$ cat config.mk
export PLATFORM = sky130hd
export DESIGN_NAME = command_frame_deframer_watchdog_top
export DESIGN_NICKNAME = d
export VERILOG_FILES = /design/src/rtl/cdw_pkg.sv /design/src/rtl/cdw_cell.sv /design/src/rtl/cdw_watchdog.sv /design/src/rtl/command_frame_deframer_watchdog_top.sv
export SDC_FILE = /design/constraint.sdc
export NUM_CORES = 1
export LEC_CHECK = 0
export BUFFER_PORTS_ARGS = -buffer_cell sky130_fd_sc_hd__clkbuf_2
export CAP_MARGIN = 10
export CORE_MARGIN = 1.5
export CORE_UTILIZATION = 25
export DETAILED_ROUTE_END_ITERATION = 8
export SETUP_SLACK_MARGIN = 0.05
export SLEW_MARGIN = 10
export SYNTH_ARGS = -nofsm -noshare
export SYNTH_HDL_FRONTEND = slang
export SYNTH_SLANG_ARGS = --single-unit
$ cat constraint.sdc
create_clock -name clk -period 8.5 [get_ports clk]
set_input_delay 1.7 -clock clk [delete_from_list [all_inputs] [get_ports clk]]
set_output_delay 1.7 -clock clk [all_outputs]
set_load 0.02 [all_outputs]
$ cat src/rtl/cdw_pkg.sv
// Shared types and constants for the command frame deframer and watchdog.
package cdw_pkg;

  // Item opcodes on the input channel.
  typedef enum logic [1:0] {
    OP_BYTE = 2'd0,
    OP_IDLE = 2'd1,
    OP_TICK = 2'd2,
    OP_NONE = 2'd3
  } opcode_t;

  // Frame header bytes.
  localparam logic [7:0] HDR0 = 8'hAA;
  localparam logic [7:0] HDR1 = 8'h55;

  // Timeout register value after reset, in microsecond ticks.
  localparam logic [31:0] TIMEOUT_RESET = 32'd100000;

  // Watchdog controls issued by the deframer for one item.
  typedef struct packed {
    logic tick;
    logic clear;
  } wd_ctrl_t;

  // One result item as held in the output buffer.
  typedef struct packed {
    logic signed [15:0] steer_cmd;
    logic signed [15:0] speed_cmd;
    logic               link_ok;
    logic               frame_accepted;
    logic               frame_rejected;
  } result_t;

endpackage

$ cat src/rtl/cdw_cell.sv
// One byte cell of the frame shift chain.
module cdw_cell (
  input  logic       clk,
  input  logic       shift_en,
  input  logic [7:0] din,
  output logic [7:0] dout
);

  logic [7:0] byte_r;
  logic [7:0] byte_nxt;

  // Take the neighbor's byte when the chain shifts, otherwise hold.
  always_comb begin
    byte_nxt = shift_en ? din : byte_r;
  end

  always_ff @(posedge clk) begin
    byte_r <= byte_nxt;
  end

  assign dout = byte_r;

endmodule

$ cat src/rtl/cdw_watchdog.sv
// Link watchdog: timeout register, saturating elapsed counter and good-frame flag.
module cdw_watchdog import cdw_pkg::*; (
  input  logic        clk,
  input  logic        rst_n,
  input  logic        cfg_wr_en,
  input  logic [31:0] cfg_wr_data,
  input  wd_ctrl_t    ctrl,
  output logic        link_ok_nxt
);

  logic [31:0] timeout_r;
  logic [31:0] timeout_nxt;
  logic [31:0] elapsed_r;
  logic [31:0] elapsed_nxt;
  logic        good_r;
  logic        good_nxt;

  // A good frame clears the counter; ticks count up and stop at all ones.
  always_comb begin
    timeout_nxt = cfg_wr_en ? cfg_wr_data : timeout_r;
    good_nxt    = good_r | ctrl.clear;
    elapsed_nxt = elapsed_r;
    if (ctrl.clear) begin
      elapsed_nxt = '0;
    end else if (ctrl.tick && (elapsed_r != '1)) begin
      elapsed_nxt = elapsed_r + 32'd1;
    end
  end

  // Link status as it stands after this item's update.
  assign link_ok_nxt = good_nxt && (elapsed_nxt < timeout_r);

  always_ff @(posedge clk) begin
    if (!rst_n) begin
      timeout_r <= TIMEOUT_RESET;
      elapsed_r <= '0;
      good_r    <= 1'b0;
    end else begin
      timeout_r <= timeout_nxt;
      elapsed_r <= elapsed_nxt;
      good_r    <= good_nxt;
    end
  end

endmodule

$ cat src/rtl/command_frame_deframer_watchdog_top.sv
// Output: each result is registered into the head of the output buffer and offered
// on the output from there; a stalled result waits in the output buffer.
// Throughput: one item per cycle while the skid entry is free; a two-entry output buffer
// keeps the input open while one result waits, and the byte chain, XOR and watchdog are each registered.
// Reset: synchronous, active low; clears the byte count, XOR, latches, good flag,
// elapsed counter and output buffer, and sets the timeout to 100000 ticks.
// The frame byte cells are not reset.
module command_frame_deframer_watchdog_top import cdw_pkg::*; #(
  parameter int FRAME_LEN = 8
) (
  input  logic               clk,
  input  logic               rst_n,
  input  logic               in_valid,
  output logic               in_ready,
  input  logic [1:0]         in_opcode,
  input  logic [7:0]         in_rx_byte,
  output logic               out_valid,
  input  logic               out_ready,
  output logic signed [15:0] out_steer_cmd,
  output logic signed [15:0] out_speed_cmd,
  output logic               out_link_ok,
  output logic               out_frame_accepted,
  output logic               out_frame_rejected,
  input  logic               cfg_wr_en,
  input  logic [31:0]        cfg_wr_data
);

  localparam int CNT_W = $clog2(FRAME_LEN + 1);
  localparam logic [CNT_W-1:0] FULL_CNT = CNT_W'(FRAME_LEN);
  localparam logic [CNT_W-1:0] XOR_CNT  = CNT_W'(FRAME_LEN - 1);

  opcode_t            op;
  logic               in_xfer;
  logic               out_xfer;
  logic               shift_en;
  logic               frame_ok;
  logic               link_ok_nxt;
  wd_ctrl_t           wd_ctrl;
  logic [7:0]         cell_q [FRAME_LEN];

  logic [CNT_W-1:0]   count_r;
  logic [CNT_W-1:0]   count_nxt;
  logic [7:0]         xor_r;
  logic [7:0]         xor_nxt;
  logic signed [15:0] steer_r;
  logic signed [15:0] steer_nxt;
  logic signed [15:0] speed_r;
  logic signed [15:0] speed_nxt;
  logic               accepted;
  logic               rejected;
  result_t            res_new;

  result_t            head_r;
  result_t            head_nxt;
  logic               head_valid_r;
  logic               head_valid_nxt;
  result_t            skid_r;
  result_t            skid_nxt;
  logic               skid_valid_r;
  logic               skid_valid_nxt;

  assign op       = opcode_t'(in_opcode);
  assign in_ready = !skid_valid_r;
  assign in_xfer  = in_valid && in_ready;
  assign out_xfer = head_valid_r && out_ready;

  // Byte chain: a new byte enters cell 0 and the rest move one place along.
  assign shift_en = in_xfer && (op == OP_BYTE) && (count_r < FULL_CNT);

  for (genvar i = 0; i < FRAME_LEN; i++) begin : g_cell
    if (i == 0) begin : g_head
      cdw_cell u_cell (
        .clk      (clk),
        .shift_en (shift_en),
        .din      (in_rx_byte),
        .dout     (cell_q[i])
      );
    end else begin : g_body
      cdw_cell u_cell (
        .clk      (clk),
        .shift_en (shift_en),
        .din      (cell_q[i-1]),
        .dout     (cell_q[i])
      );
    end
  end

  // With a full frame, byte k sits in cell FRAME_LEN-1-k and the checksum in cell 0.
  assign frame_ok = (count_r == FULL_CNT)
                 && (cell_q[FRAME_LEN-1] == HDR0)
                 && (cell_q[FRAME_LEN-2] == HDR1)
                 && (cell_q[0] == xor_r);

  // Per-item frame control.
  always_comb begin
    count_nxt = count_r;
    xor_nxt   = xor_r;
    steer_nxt = steer_r;
    speed_nxt = speed_r;
    accepted  = 1'b0;
    rejected  = 1'b0;
    wd_ctrl   = '0;
    if (in_xfer) begin
      unique case (op)
        OP_BYTE: begin
          if (count_r < FULL_CNT) begin
            count_nxt = count_r + CNT_W'(1);
            if (count_r < XOR_CNT) begin
              xor_nxt = xor_r ^ in_rx_byte;
            end
          end
        end
        OP_IDLE: begin
          if (frame_ok) begin
            steer_nxt     = {cell_q[FRAME_LEN-4], cell_q[FRAME_LEN-3]};
            speed_nxt     = {cell_q[FRAME_LEN-6], cell_q[FRAME_LEN-5]};
            accepted      = 1'b1;
            wd_ctrl.clear = 1'b1;
          end else begin
            rejected = 1'b1;
          end
          count_nxt = '0;
          xor_nxt   = '0;
        end
        OP_TICK: begin
          wd_ctrl.tick = 1'b1;
        end
        OP_NONE: begin
        end
      endcase
    end
  end

  cdw_watchdog u_watchdog (
    .clk         (clk),
    .rst_n       (rst_n),
    .cfg_wr_en   (cfg_wr_en),
    .cfg_wr_data (cfg_wr_data),
    .ctrl        (wd_ctrl),
    .link_ok_nxt (link_ok_nxt)
  );

  // Result of the item being transferred in.
  always_comb begin
    res_new.steer_cmd      = steer_nxt;
    res_new.speed_cmd      = speed_nxt;
    res_new.link_ok        = link_ok_nxt;
    res_new.frame_accepted = accepted;
    res_new.frame_rejected = rejected;
  end

  // Two-entry output buffer: head drives the port, skid catches a result
  // that arrives while the head is stalled.
  always_comb begin
    head_nxt       = head_r;
    head_valid_nxt = head_valid_r;
    skid_nxt       = skid_r;
    skid_valid_nxt = skid_valid_r;
    if (out_xfer) begin
      if (skid_valid_r) begin
        head_nxt       = skid_r;
        skid_valid_nxt = 1'b0;
      end else if (in_xfer) begin
        head_nxt = res_new;
      end else begin
        head_valid_nxt = 1'b0;
      end
    end else if (in_xfer) begin
      if (head_valid_r) begin
        skid_nxt       = res_new;
        skid_valid_nxt = 1'b1;
      end else begin
        head_nxt       = res_new;
        head_valid_nxt = 1'b1;
      end
    end
  end

  // Control and latch registers.
  always_ff @(posedge clk) begin
    if (!rst_n) begin
      count_r      <= '0;
      xor_r        <= '0;
      steer_r      <= '0;
      speed_r      <= '0;
      head_valid_r <= 1'b0;
      skid_valid_r <= 1'b0;
    end else begin
      count_r      <= count_nxt;
      xor_r        <= xor_nxt;
      steer_r      <= steer_nxt;
      speed_r      <= speed_nxt;
      head_valid_r <= head_valid_nxt;
      skid_valid_r <= skid_valid_nxt;
    end
  end

  // Buffer payload.
  always_ff @(posedge clk) begin
    head_r <= head_nxt;
    skid_r <= skid_nxt;
  end

  assign out_valid          = head_valid_r;
  assign out_steer_cmd      = head_r.steer_cmd;
  assign out_speed_cmd      = head_r.speed_cmd;
  assign out_link_ok        = head_r.link_ok;
  assign out_frame_accepted = head_r.frame_accepted;
  assign out_frame_rejected = head_r.frame_rejected;

endmodule

# Word level (Yosys, flattened, before mapping)

Index checks and enable logic that the tools add are counted.

Add/subtract/negate cells: 2
$mul: 0
Div/mod/pow operators: 0
$lt $le $gt $ge: 3
Equality and inequality tests: 12
Shift-type cells: 0
Mux-type cells: 28
Bitwise logic cells: 4
Reductions and logical operators: 21

Operator list:

| operator                                              | count |
|---|---|
| two-way mux 35 bit                                    | 5 |
| two-way mux 16 bit                                    | 6 |
| two-way mux 32 bit                                    | 2 |
| adder 32 x 1 -> 32 bit, second input constant         | 1 |
| < comparator 32 bit                                   | 1 |
| inequality test 32 bit, second input constant         | 1 |
| two-way mux 8 bit                                     | 2 |
| one-hot mux 8 bit (2 select lines)                    | 1 |
| AND reduction 3 bit                                   | 4 |
| logical AND 1 bit                                     | 9 |
| two-way mux 1 bit                                     | 9 |
| equality test 8 x 7 -> 1 bit, second input constant   | 1 |
| equality test 8 bit                                   | 1 |
| equality test 8 bit, second input constant            | 1 |
| one-hot mux 4 bit (2 select lines)                    | 1 |
| bitwise XOR 8 bit                                     | 1 |
| inequality test 2 bit, second input constant          | 3 |
| nonzero test 2 bit                                    | 3 |
| adder 4 x 1 -> 4 bit, second input constant           | 1 |
| equality test 4 bit, second input constant            | 1 |
| < comparator 4 x 3 -> 1 bit, second input constant    | 1 |
| < comparator 4 bit, second input constant             | 1 |
| two-way mux 4 bit                                     | 1 |
| inequality test 2 x 1 -> 1 bit, second input constant | 2 |
| other kinds (10)                                      | 11 |

Flip-flop bits (word level): 245
Bits in latches: 0
Memory bits (writable): 0
Memory bits (read-only): 0
Output and inout bits: 37
Logic and storage cells: 97
Memories kept: 0

# Longest topological paths before layout

Gate-level depths: netlist of run 1.

Depth in word-level cells: 15
Depth in mapped cells: 16

# Cells and area by module

A second synthesis of run 1 with hierarchy kept.

Cells, all modules: 872
Area total of the unflattened synthesis: 10583.9 µm²

By module, submodules not included:

| module                              | times used | cells an instance | area each (µm²) | sequential area each (µm²) |
|---|---|---|---|---|
| command_frame_deframer_watchdog_top | 1          | 353               | 4837.1          | 3022.9 |
| cdw_watchdog                        | 1          | 455               | 3824.9          | 1301.2 |
| cdw_cell                            | 8          | 8                 | 240.2           | 240.2 |

# Worst setup path after synthesis of run 1

Ideal clock, no wire load.

Path type: input -> register
Start point: input in_opcode[0]
End point: register count_r[1]
Arrival: 8961 ps
Path slack: -547 ps
Cell stages on the path: 3
Path buffers: 0
Cell sequence: nor4_1 a22oi_1 nor2b_1

Longest elaborated chain between the ends: 3
Elaborated cells on any way between the ends: 6
Those cells by class: 2 x eq/ne; 1 x mux; 3 x reduce/logical

Ends and longest elaborated chain:

| what                                                                                  | line                                       | text |
|---|---|---|
| from (decl)                                                                           | command_frame_deframer_watchdog_top.sv:15  | `input logic [1:0] in_opcode,` |
| zero test 2 bit or equality test 2 x 1 -> 1 bit (tied branches)                       | command_frame_deframer_watchdog_top.sv:104 | `unique case (op)` |
| inequality test 2 x 1 -> 1 bit (no source line) or nonzero test 2 bit (tied branches) | --                                         |  |
| AND reduction 3 bit (no source line)                                                  | --                                         |  |
| to (signal assigned)                                                                  | command_frame_deframer_watchdog_top.sv:189 | `count_r <= count_nxt;` |
| to (decl)                                                                             | command_frame_deframer_watchdog_top.sv:41  | `logic [CNT_W-1:0] count_r;` |

Parallel ways exist; a longest one is shown, timed or not.
A chain may end at the register's enable or synchronous reset.

==> results of run 1 <==
[cells by family after synthesis]
| group | synth area share (%) |
|---|---|
| AO/OA/AOI/OAI | 6.947 |
| XOR/XNOR | 2.939 |
| adder cells (fa/ha/maj) | 4.079 |
| buffers and inverters | 4.607 |
| flip-flops | 59.89 |
| multiplexers | 6.047 |
| AND/OR/NAND/NOR | 15.49 |
[final cells by class]
| cell class | count | area (um^2) | area share [%] |
|---|---|---|---|
| Sequential cell | 245 | 6246 | 50.92 |
| Multi-Input combinational cell | 543 | 3729 | 30.40 |
| Clock buffer | 34 | 732.0 | 5.967 |
| Tap cell | 532 | 665.6 | 5.426 |
| Timing Repair Buffer | 90 | 467.9 | 3.815 |
| Inverter | 74 | 277.8 | 2.264 |
| Clock inverter | 16 | 148.9 | 1.214 |
[synth_stat cells (4+ instances only)]
cell      count  area share (%)
mux2i_1      55             5.3
or3_1        10            0.60
o21a_1        5            0.36
and3_1        9            0.54
nor4_1        4            0.24
buf_2        12            0.58
xor2_1       22             1.8
nor2b_1      61             3.7
nand2_1      34             1.2
o21ai_0      22             1.1
edfxtp_1    134              39
nand3_1      21             1.0
nand4_1      23             1.4
and2_1        7            0.42
ha_1         34             4.1
dfxtp_1     111              21
a211oi_1      4            0.29
mux2i_2       5            0.66
nor3b_1       9            0.65
xnor2_1      13             1.1
clkbuf_1     18            0.65
a21oi_1      63             3.0
buf_6         5            0.54
o211ai_1     10            0.72
nor2_1       86             3.1
inv_1        74             2.7
[power breakdown]
part           internal, mW  total [mW]  switching, mW
clock                 0.675        1.16          0.484
sequential             1.29        1.30         0.0177
combinational        0.0493       0.132         0.0827
[worst max-delay path: cells and delay by family]
family	cells	cell delay, ns
buf+inv	1	0.15
fa+ha+maj	1	0.26
simple gates	4	1.52
compound gates	7	1.36
[registers in the layout, indices dropped and copies added (netlist names), 16 cells and up]
| name | flops |
|---|---|
| g_cell.g_body.u_cell.dout | 56 |
| skid_r | 35 |
| u_watchdog.elapsed_r | 32 |
| u_watchdog.timeout_r | 32 |
| out_speed_cmd | 16 |
| out_steer_cmd | 16 |
| speed_r | 16 |
| steer_r | 16 |
[per-layer routing]
layer | part of all wire (%) | vias to the layer above | track usage (%)
met2 | 44 | 132 | 16.44
met4 | 2.2 | 6 | 3.245
li1 | - | 3331 | -
met5 | 0.17 | - | 0
met3 | 5.3 | 36 | 2.511
met1 | 48 | 3027 | 13.58
[layout by cell type (no fill, tap or decap), drive strengths merged, types with 3 or more instances in the layout]
cell    synthesis  layout
nand4          24      24
inv            74      76
xor2           22      22
o21a            5       5
nand2b          3       3
nor3b          10      10
clkinv          0      12
ha             34      34
nor4            4       4
or4             3       3
nand2          34      34
a21oi          63      63
a211oi          4       4
nand3          21      21
buf            20       7
nor3            4       4
and3            9       9
clkbuf         18     117
or3            10      10
o21ai          22      22
dfxtp         111     111
edfxtp        134     134
nor2b          61      61
and3b           3       3
and4            3       3
nor4bb          3       3
nor2           86      86
and2            7       7
and4bb          5       5
xnor2          13      13
o211ai         10      10
mux2i          60      60
[final timing paths]
path / startpoint / to / slack (ns)
min: g_cell[1].g_body.u_cell.dout[3]$_DFFE_PP_ / g_cell[2].g_body.u_cell.dout[3]$_DFFE_PP_ / 0.42
max reg2reg: u_watchdog.elapsed_r[20]$_SDFF_PN0_ / out_link_ok$_DFFE_PP_ / 4.58
min reg2reg: g_cell[1].g_body.u_cell.dout[3]$_DFFE_PP_ / g_cell[2].g_body.u_cell.dout[3]$_DFFE_PP_ / 0.42
max: in_opcode[0] / out_link_ok$_DFFE_PP_ / 3.89
[metrics by stage]
step                hold slack [ns]  instance area, um^2  total power, mW
finish                       0.4192                12270            2.594
global route                 0.4230                12270            2.689
CTS                          0.4206                12270            2.632
detailed placement           0.4056                11390            1.465
global placement             0.4036                11390            1.461
floorplan                    0.4003                10440            1.412
==> flow_summary.yaml, run 1 <==
run_status:
  status: "finished with violations"
  failed_checks: "DRC"
place:
  place_worst_setup_slack_ns: 3.312
  dp.final_hpwl_um: 15100
  port_buffers: 83
  numPlacedInstances: 1484
  gp_routability_congestion: 0.7960
cts:
  cts_made_buffers: 27
  clock_tree.buffer_depth: 3
  clkSlewWorstSetupHoldPaths_ns: 0.06
  h-tree-depth: 1
  hold_buf_cts: 0
  worst_skew_pair.late_latency_ns: 0.55
  cts_root_buf: "clkbuf_16"
  cts_setup_buffers: 0
  cts.sink_count: 245
  tritoncts: "yes"
  cts.repair.resized: 0
worst_setup_path:
  cp_cell_sequence: "clkbuf_2 -> and4bb_1 -> and3_1 -> nand4_2 -> or3_1 -> a21oi_1 -> ha_1 -> a211oi_1 -> o21ai_0 -> a211oi_1 -> o22a_1 -> o311ai_1 -> o31ai_1"
  worstSetupStartpointType: "input pin"
  worstRegToRegCells: 13
  cp_data_arrival_time_ns: 4.99
  critical_path.endpoint_type: "flop"
  worst_ep_required_time_ns: 8.88
  crit_type: "input pin to flop"
  cp_slowest_stage_delay_ns: 0.47
  cp_max_fo: 13
  cpMaxStageDelayCell: "and4bb_1"
  crit_top_cell: "a211oi_1"
timing:
  setup_viol: 0
  final_setup_slack_of_the_worst_path_ns: 3.889
  timing_max_transition_violations_final: 0
  clock.fmax_mhz: 216.9
  grt_setup_unrepaired: "no"
  hold_viol: 0
  setup_total_negative_slack_ns: 0
  final.period_utilization_pct: 54.24
  slew_headroom_pct: 27.35
  clock_skew_ns: 0.009254
  timing.final.crit_period_ns: 4.611
  worst-slew-pin-transition_ns: 1.090
global_route:
  wire_length_of_the_first_global_routing_pass_um: 35460
  grt.total_usage_pct: 10.24
  first_global_vias: 6452
  grt_start_max_net_pins: 81
  number_of_antenna_violations_at_the_first_check_in_global_routing: 3
  overflow: 0
pwr:
  leakagePower_nw: 5.094
  power_density_nw_per_um2: 211.5
  peakVddDrop_v: 0.0001416
yosys:
  syn_nets: 981
  yosys_warnings: 0
  yosys_register_bits: 245
  syn_inst: 900
  syn_area_um2: 10430
  synth_edf_count: 134
  synth_seq_area_share_pct: 59.89
  async_reset_ff_share_pct: 0
  synthFlopType: "edfxtp_1"
  synth.distinct_cells: 57
  syn_avg_cell_area_um2: 11.59
detailed_routing:
  drc_violations_left: 3
  routed_wl_um: 21860
  dr.first_iter.drc_count: 311
  antenna_violating_nets_post_route: 0
  drt_pass1_iterations: 9
  route.detailed.vias_per_inst: 4.258
  routedWlPerCell_um: 14.25
  routed-via-count: 6532
final_layout:
  nNetsFinal: 1062
  number_of_fillers_in_the_final_layout: 4223
  drive_gt1_share_pct: 15.47
  antenna_cells_inserted: 0
  finalNonFillerCells: 1534
  layout-area-overhead-vs-synth_pct: 17.62
  layout.core_utilization_pct: 29.91
floorplanning:
  die_height_um: 207.2
  pin_count: 84
  floorplan.die.width_um: 207.2
  std_cell_rows: 74
  core_um2: 41020
  initial_core_util_pct: 25.43
  die_area_um2: 42950
run:
  timing.max_cap.violations: 0
worst_hold_path:
  hold-path-cell-count: 0
  worst_hold_path_type: "flop to flop"
No activity file was read; power rests on OpenSTA's default activity.
==> run 2: changes to the inputs <==
- ABC_AREA: default -> 1
- clock period: 8.5 -> 3.8 ns (I/O delays scaled with it)
==> flow_summary.yaml, run 2 <==
detailed_routing:
  routed-wl-met3_um: 1021
  routedWlPerCell_um: 13.46
  route.detailed.vias_per_inst: 4.259
  wirelength_met1_um: 11220
  topRoutingLayerUsed: "met4"
  drc_violations_left: 0
  drt_pass1_iterations: 4
  antenna_violating_nets_post_route: 0
  dr.first_iter.drc_count: 436
  routed-wl-met2_um: 11010
  routed-via-count: 7534
  routed_wl_um: 23810
timing:
  worst-slew-pin-transition_ns: 0.8781
  clock.fmax_mhz: 295.9
  setup_total_negative_slack_ns: 0
  timing.final.crit_period_ns: 3.380
  grt_setup_unrepaired: "no"
  timing_max_transition_violations_final: 0
  clock_skew_ns: 0.04137
  final.period_utilization_pct: 88.95
  setup_viol: 0
  slew_headroom_pct: 41.39
  hold_viol: 0
yosys:
  synth_area_leader_cell: "edfxtp_1"
  yosys_register_bits: 245
  syn_area_um2: 10630
  synthFlopType: "edfxtp_1"
  synth_seq_area_share_pct: 58.76
  post-synth-top-count-cell: "nand2_1"
  largest_cells_by_area_after_synthesis: "edfxtp_1 (38%), dfxtp_1 (21%), nand2_1 (5.9%), inv_1 (5.5%), o21ai_0 (4.5%)"
  synth_edf_count: 134
  yosys_warnings: 0
  syn_avg_cell_area_um2: 9.524
  async_reset_ff_share_pct: 0
  synth.distinct_cells: 43
  syn_inst: 1116
  syn_nets: 1197
  synth.top_cells.by_count: "nand2_1 (167), inv_1 (157), edfxtp_1 (134)"
  synth_top_area_share_pct: 37.86
cts:
  cts_setup_buffers: 0
  cts_root_buf: "clkbuf_16"
  cts.sink_count: 245
  clock_tree.buffer_depth: 3
  h-tree-depth: 1
  tritoncts: "yes"
  worst_skew_pair.late_latency_ns: 0.58
  cts_made_buffers: 28
  hold_buf_cts: 0
  clkSlewWorstSetupHoldPaths_ns: 0.06
pwr:
  seq_power_share_pct: 48.6
  power.switching_mw: 1.359
  internal_power_mw: 4.610
  peakVddDrop_v: 0.0002343
  share_comb_of_total_power_pct: 4.9
  power_density_nw_per_um2: 469.3
  p_clk_share_pct: 46.4
  fin_total_pwr_mw: 5.969
  power_switching_share_pct: 22.76
  leakagePower_nw: 5.396
final_layout:
  finalNonFillerCells: 1769
  mostFrequentLayoutCells: "nand2_1 (167), inv_1 (157), edfxtp_1 (134)"
  nNetsFinal: 1288
  drive_gt1_share_pct: 18.14
  largest_register_ffs: 56
  number_of_fillers_in_the_final_layout: 4351
  final_common_cell: "nand2_1"
  layout-area-overhead-vs-synth_pct: 19.67
global_route:
  grt.total_usage_pct: 11.13
  first_global_vias: 7504
  number_of_antenna_violations_at_the_first_check_in_global_routing: 1
  wire_length_of_the_first_global_routing_pass_um: 39040
  overflow: 0
  grt_start_max_net_pins: 68
worst_setup_path:
  cp_cell_sequence: "or2_2 -> nor4_1 -> nand3_1 -> nor4_1 -> nand2_1 -> nor2_2 -> a21oi_1 -> o21ai_2 -> inv_2 -> ha_1 -> a21oi_1 -> o21ai_0 -> nand3_1 -> nand2_1 -> nand2_1 -> a21oi_1 -> nor3_2 -> nand2_2 -> a21oi_2"
  worstSetupStartpointType: "flop"
  cp_slowest_stage_delay_ns: 0.43
  cpMaxStageDelayCell: "edfxtp_1"
  worst_ep_required_time_ns: 4.09
  cp_max_fo: 4
  critical_path.endpoint_type: "flop"
  cp_data_arrival_time_ns: 3.67
  crit_type: "flop to flop"
place:
  port_buffers: 83
  numPlacedInstances: 1716
  dp.final_hpwl_um: 16990
  gp_routability_congestion: 0.8378
floorplanning:
  die_height_um: 209.2
  pin_count: 84
  floorplan.die.width_um: 209.2
  core_um2: 41950
  initial_core_util_pct: 25.34
  die_area_um2: 43760
  std_cell_rows: 75
run_status:
  status: "finished clean"
worst_hold_path:
  worst_hold_path_type: "input pin to flop"
run:
  timing.max_cap.violations: 0
run 2: changes by cell type in the layout (fill, tap and decap cells not counted), moves of 19 or more:
cell / change
o21ai_0: +74
mux2i_1: -55
nor2b_1: -61
nand2_1: +133
nor2_1: +22
inv_1: +83
nor3_1: +19
or2_2: +23
o21ai_1: +21
run 2: worst max-delay path: cells and delay by family, from the launching register on:
| kind | cells | cell delay (ns) |
|---|---|---|
| AO/OA/AOI/OAI | 6 | 0.69 |
| adder cells (fa/ha/maj) | 1 | 0.29 |
| buffers and inverters | 1 | 0.04 |
| flip-flops | 1 | 0.43 |
| AND/OR/NAND/NOR | 11 | 1.64 |
run 2: kinds of logic after synthesis:
| group | share of synthesized area [%] |
|---|---|
| buffers and inverters | 7.134 |
| adders and majority gates | 4.002 |
| xor gates and xnor gates | 1.978 |
| AOI/OAI and AO/OA | 9.465 |
| and+or+nand+nor | 18.66 |
| DFF | 58.76 |
run 2: per-layer routing:
metal	global-route usage (%)	vias up
li1	-	3862
met1	14.53	3521
met2	18.62	113
met3	1.743	38
met4	4.048	0
met5	0	-
run 2: path summary, 6_finish.rpt:
check	startpoint	end	slack, ns	cells past startpoint
min reg2reg	g_cell[1].g_body.u_cell.dout[2]$_DFFE_PP_	g_cell[2].g_body.u_cell.dout[2]$_DFFE_PP_	0.42	0
min	in_rx_byte[6]	g_cell[0].g_head.u_cell.dout[6]$_DFFE_PP_	0.37	1
max reg2reg	g_cell[6].g_body.u_cell.dout[5]$_DFFE_PP_	out_link_ok$_DFFE_PP_	0.42	19
max	g_cell[6].g_body.u_cell.dout[5]$_DFFE_PP_	out_link_ok$_DFFE_PP_	0.42	19
run 2: what timing repair did:
action | CTS | global route
resized for setup | 0 | 3
setup endpoints to repair | 0 | 2
endpoints found under the hold margin | 0 | 0
run 2: layout make-up:
cell class | instances | area, um^2 | area share, %
clock buffers | 34 | 764.5 | 6.010
clock inverters | 18 | 201.4 | 1.584
well taps | 539 | 674.4 | 5.302
flip-flops and latches | 245 | 6246 | 49.10
diodes | 1 | 2.502 | 0.01967
repair buffers | 96 | 538.0 | 4.230
inverters | 164 | 618.1 | 4.859
multi-input cells | 672 | 3675 | 28.89
run 2: through the flow:
stage | hold slack, ns | worst slack (ns) | instance area [um^2] | utilization, %
CTS | 0.3394 | 0.2936 | 12700 | 30.29
global placement | 0.4034 | 0.1257 | 11740 | 27.99
global route | 0.3517 | 0.05623 | 12720 | 30.32
detailed placement | 0.4045 | 0.1015 | 11740 | 27.99
finish | 0.3746 | 0.4200 | 12720 | 30.32
floorplan | 0.4003 | 0.2371 | 10640 | -
run 2: power groups by stage:
stage               logic (mW)  clock network [mW]  registers (mW)
floorplan                0.153                   0            2.98
global placement         0.295                   0            2.96
detailed placement       0.300                   0            2.96
CTS                      0.301                2.86            2.90
global route             0.335                2.96            2.91
finish                   0.294                2.77            2.90
==> run 3: changes to the inputs <==
- CTS_BUF_LIST: default -> sky130_fd_sc_hd__clkbuf_8
- GPL_TIMING_DRIVEN: default -> 0
==> flow_summary.yaml, run 3 (synthesis gave the netlist of run 2 again) <==
cts:
  tritoncts: "yes"
  clock_tree.buffer_depth: 3
  hold_buf_cts: 0
  worst_skew_pair.late_latency_ns: 0.58
  clkSlewWorstSetupHoldPaths_ns: 0.07
  cts_made_buffers: 42
  cts_root_buf: "clkbuf_8"
  cts.sink_count: 245
  h-tree-depth: 2
global_route:
  first_global_vias: 7641
  number_of_antenna_violations_at_the_first_check_in_global_routing: 5
  grt_start_max_net_pins: 31
  wire_length_of_the_first_global_routing_pass_um: 40050
  overflow: 0
  grt.total_usage_pct: 11.62
pwr:
  internal_power_mw: 4.298
  peakVddDrop_v: 0.0001879
  power_switching_share_pct: 24.10
  share_comb_of_total_power_pct: 5.4
  power_density_nw_per_um2: 441.5
  power.switching_mw: 1.365
  leakagePower_nw: 5.490
  fin_total_pwr_mw: 5.663
  seq_power_share_pct: 51.2
  p_clk_share_pct: 43.4
worst_setup_path:
  r2r_slack_ns: 0.31
  crit_type: "flop to flop"
  cp_max_fo: 7
  critical_path.endpoint_type: "flop"
  worst_ep_required_time_ns: 4.11
  cp_data_arrival_time_ns: 3.80
  worstSetupStartpointType: "flop"
timing:
  final_setup_slack_of_the_worst_path_ns: 0.3074
  grt_setup_unrepaired: "no"
  clock_skew_ns: 0.03137
  timing_max_transition_violations_final: 0
  setup_total_negative_slack_ns: 0
  final.hold.worst_slack_ns: 0.3884
  slew_headroom_pct: 48.90
  setup_viol: 0
  final.period_utilization_pct: 91.91
  hold_viol: 0
  timing.final.crit_period_ns: 3.493
  worst-slew-pin-transition_ns: 0.7636
  clock.fmax_mhz: 286.3
final_layout:
  layout.core_utilization_pct: 30.57
  final_common_cell: "nand2_1"
  finalInstanceArea_um2: 12820
  number_of_fillers_in_the_final_layout: 4336
  nNetsFinal: 1331
  largest_register_ffs: 56
  mostFrequentLayoutCells: "nand2_1 (167), inv_1 (165), edfxtp_1 (134)"
  layout-area-overhead-vs-synth_pct: 20.66
  finalNonFillerCells: 1824
  drive_gt1_share_pct: 19.25
detailed_routing:
  dr.first_iter.drc_count: 382
  routed_wl_um: 25230
  drt_pass1_iterations: 5
  routedWlPerCell_um: 13.83
  routed-via-count: 7793
  route.detailed.vias_per_inst: 4.272
  drc_violations_left: 0
  antenna_violating_nets_post_route: 0
floorplanning:
  initial_core_util_pct: 25.34
  std_cell_rows: 75
  core_um2: 41950
  die_height_um: 209.2
  floorplan.die.width_um: 209.2
  die_area_um2: 43760
  pin_count: 84
run_status:
  status: "finished clean"
place:
  dp.final_hpwl_um: 19220
  place_worst_setup_slack_ns: -0.3946
  detailed_place.area_um2: 11840
  numPlacedInstances: 1743
  port_buffers: 83
  gp_routability_congestion: 0.8787
worst_hold_path:
  worst_hold_path_type: "input pin to flop"
run:
  timing.max_cap.violations: 0
## run 3: changes by cell type in the layout (fill, tap and decap cells not counted), moves of 2 or more
cell and change:
nor4_1 -2, inv_1 +8, buf_4 -8, clkbuf_1 +25
nor4_2 +2, nor3_4 +2, buf_8 +2, buf_6 +2
clkbuf_8 +50, inv_12 +2, bufinv_16 -2, inv_6 -2
clkbuf_16 -29, nor3_2 -2
## run 3: metal layers
| layer | wire [um] | part of all wire [%] | track usage [%] | vias to the layer above |
|---|---|---|---|---|
| met2 | 11510 | 46 | 18.82 | 170 |
| met5 | 20 | 0.079 | 0 | - |
| li1 | - | - | - | 3976 |
| met3 | 1368 | 5.4 | 3.231 | 50 |
| met1 | 11670 | 46 | 14.67 | 3593 |
| met4 | 660 | 2.6 | 4.498 | 4 |
## run 3: path summary, 6_finish.rpt
path | startpoint | cells after the start | endpoint
max | u_watchdog.elapsed_r[0]$_SDFF_PN0_ | 25 | out_link_ok$_DFFE_PP_
min | in_rx_byte[7] | 1 | g_cell[0].g_head.u_cell.dout[7]$_DFFE_PP_
max reg2reg | u_watchdog.elapsed_r[0]$_SDFF_PN0_ | 25 | out_link_ok$_DFFE_PP_
min reg2reg | g_cell[1].g_body.u_cell.dout[3]$_DFFE_PP_ | 0 | g_cell[2].g_body.u_cell.dout[3]$_DFFE_PP_
## run 3: layout make-up
class                   instances  area, um^2  share of cell area [%]
flip-flops and latches        245        6246                   48.70
multi-input cells             672        3721                   29.01
clock buffers                  52       715.7                   5.580
well taps                     539       674.4                   5.259
inverters                     164       618.1                   4.820
repair buffers                 91       528.0                   4.117
clock inverters                25       167.7                   1.307
plain buffers                  34       148.9                   1.161
diodes                          2       5.005                 0.03902
## run 3: power groups by stage
| stage | clock network, mW | registers [mW] | logic, mW |
|---|---|---|---|
| floorplan | 0 | 2.98 | 0.153 |
| global placement | 0 | 2.96 | 0.287 |
| detailed placement | 0 | 2.96 | 0.309 |
| CTS | 2.53 | 2.90 | 0.310 |
| global route | 2.66 | 2.91 | 0.346 |
| finish | 2.46 | 2.90 | 0.305 |
## run 3: repair_timing
item | in CTS | in global routing
hold endpoints to repair | 0 | 0
setup endpoints to repair | 2 | 2
buffers inserted | 0 | 3
pin swaps | 0 | 4
gates resized for setup | 2 | 17
## run 3: critical path: stages (launching register included)
cell     delay (ns)
dfxtp_1        0.34
ha_1           0.21
inv_2          0.08
nor2_4         0.06
nand2_2        0.10
nor2_4         0.06
nand2_4        0.08
nand2_4        0.09
inv_4          0.12
nand2_4        0.08
nor3_4         0.15
nand3_2        0.13
nor3_4         0.26
buf_4          0.16
xnor2_1        0.13
nor2_1         0.07
ha_1           0.27
nand2_1        0.06
o21ai_0        0.17
nand3_1        0.09
nand2_1        0.06
nand2_1        0.05
a21oi_1        0.16
nor3_1         0.09
nand2_2        0.11
a21oi_2        0.06
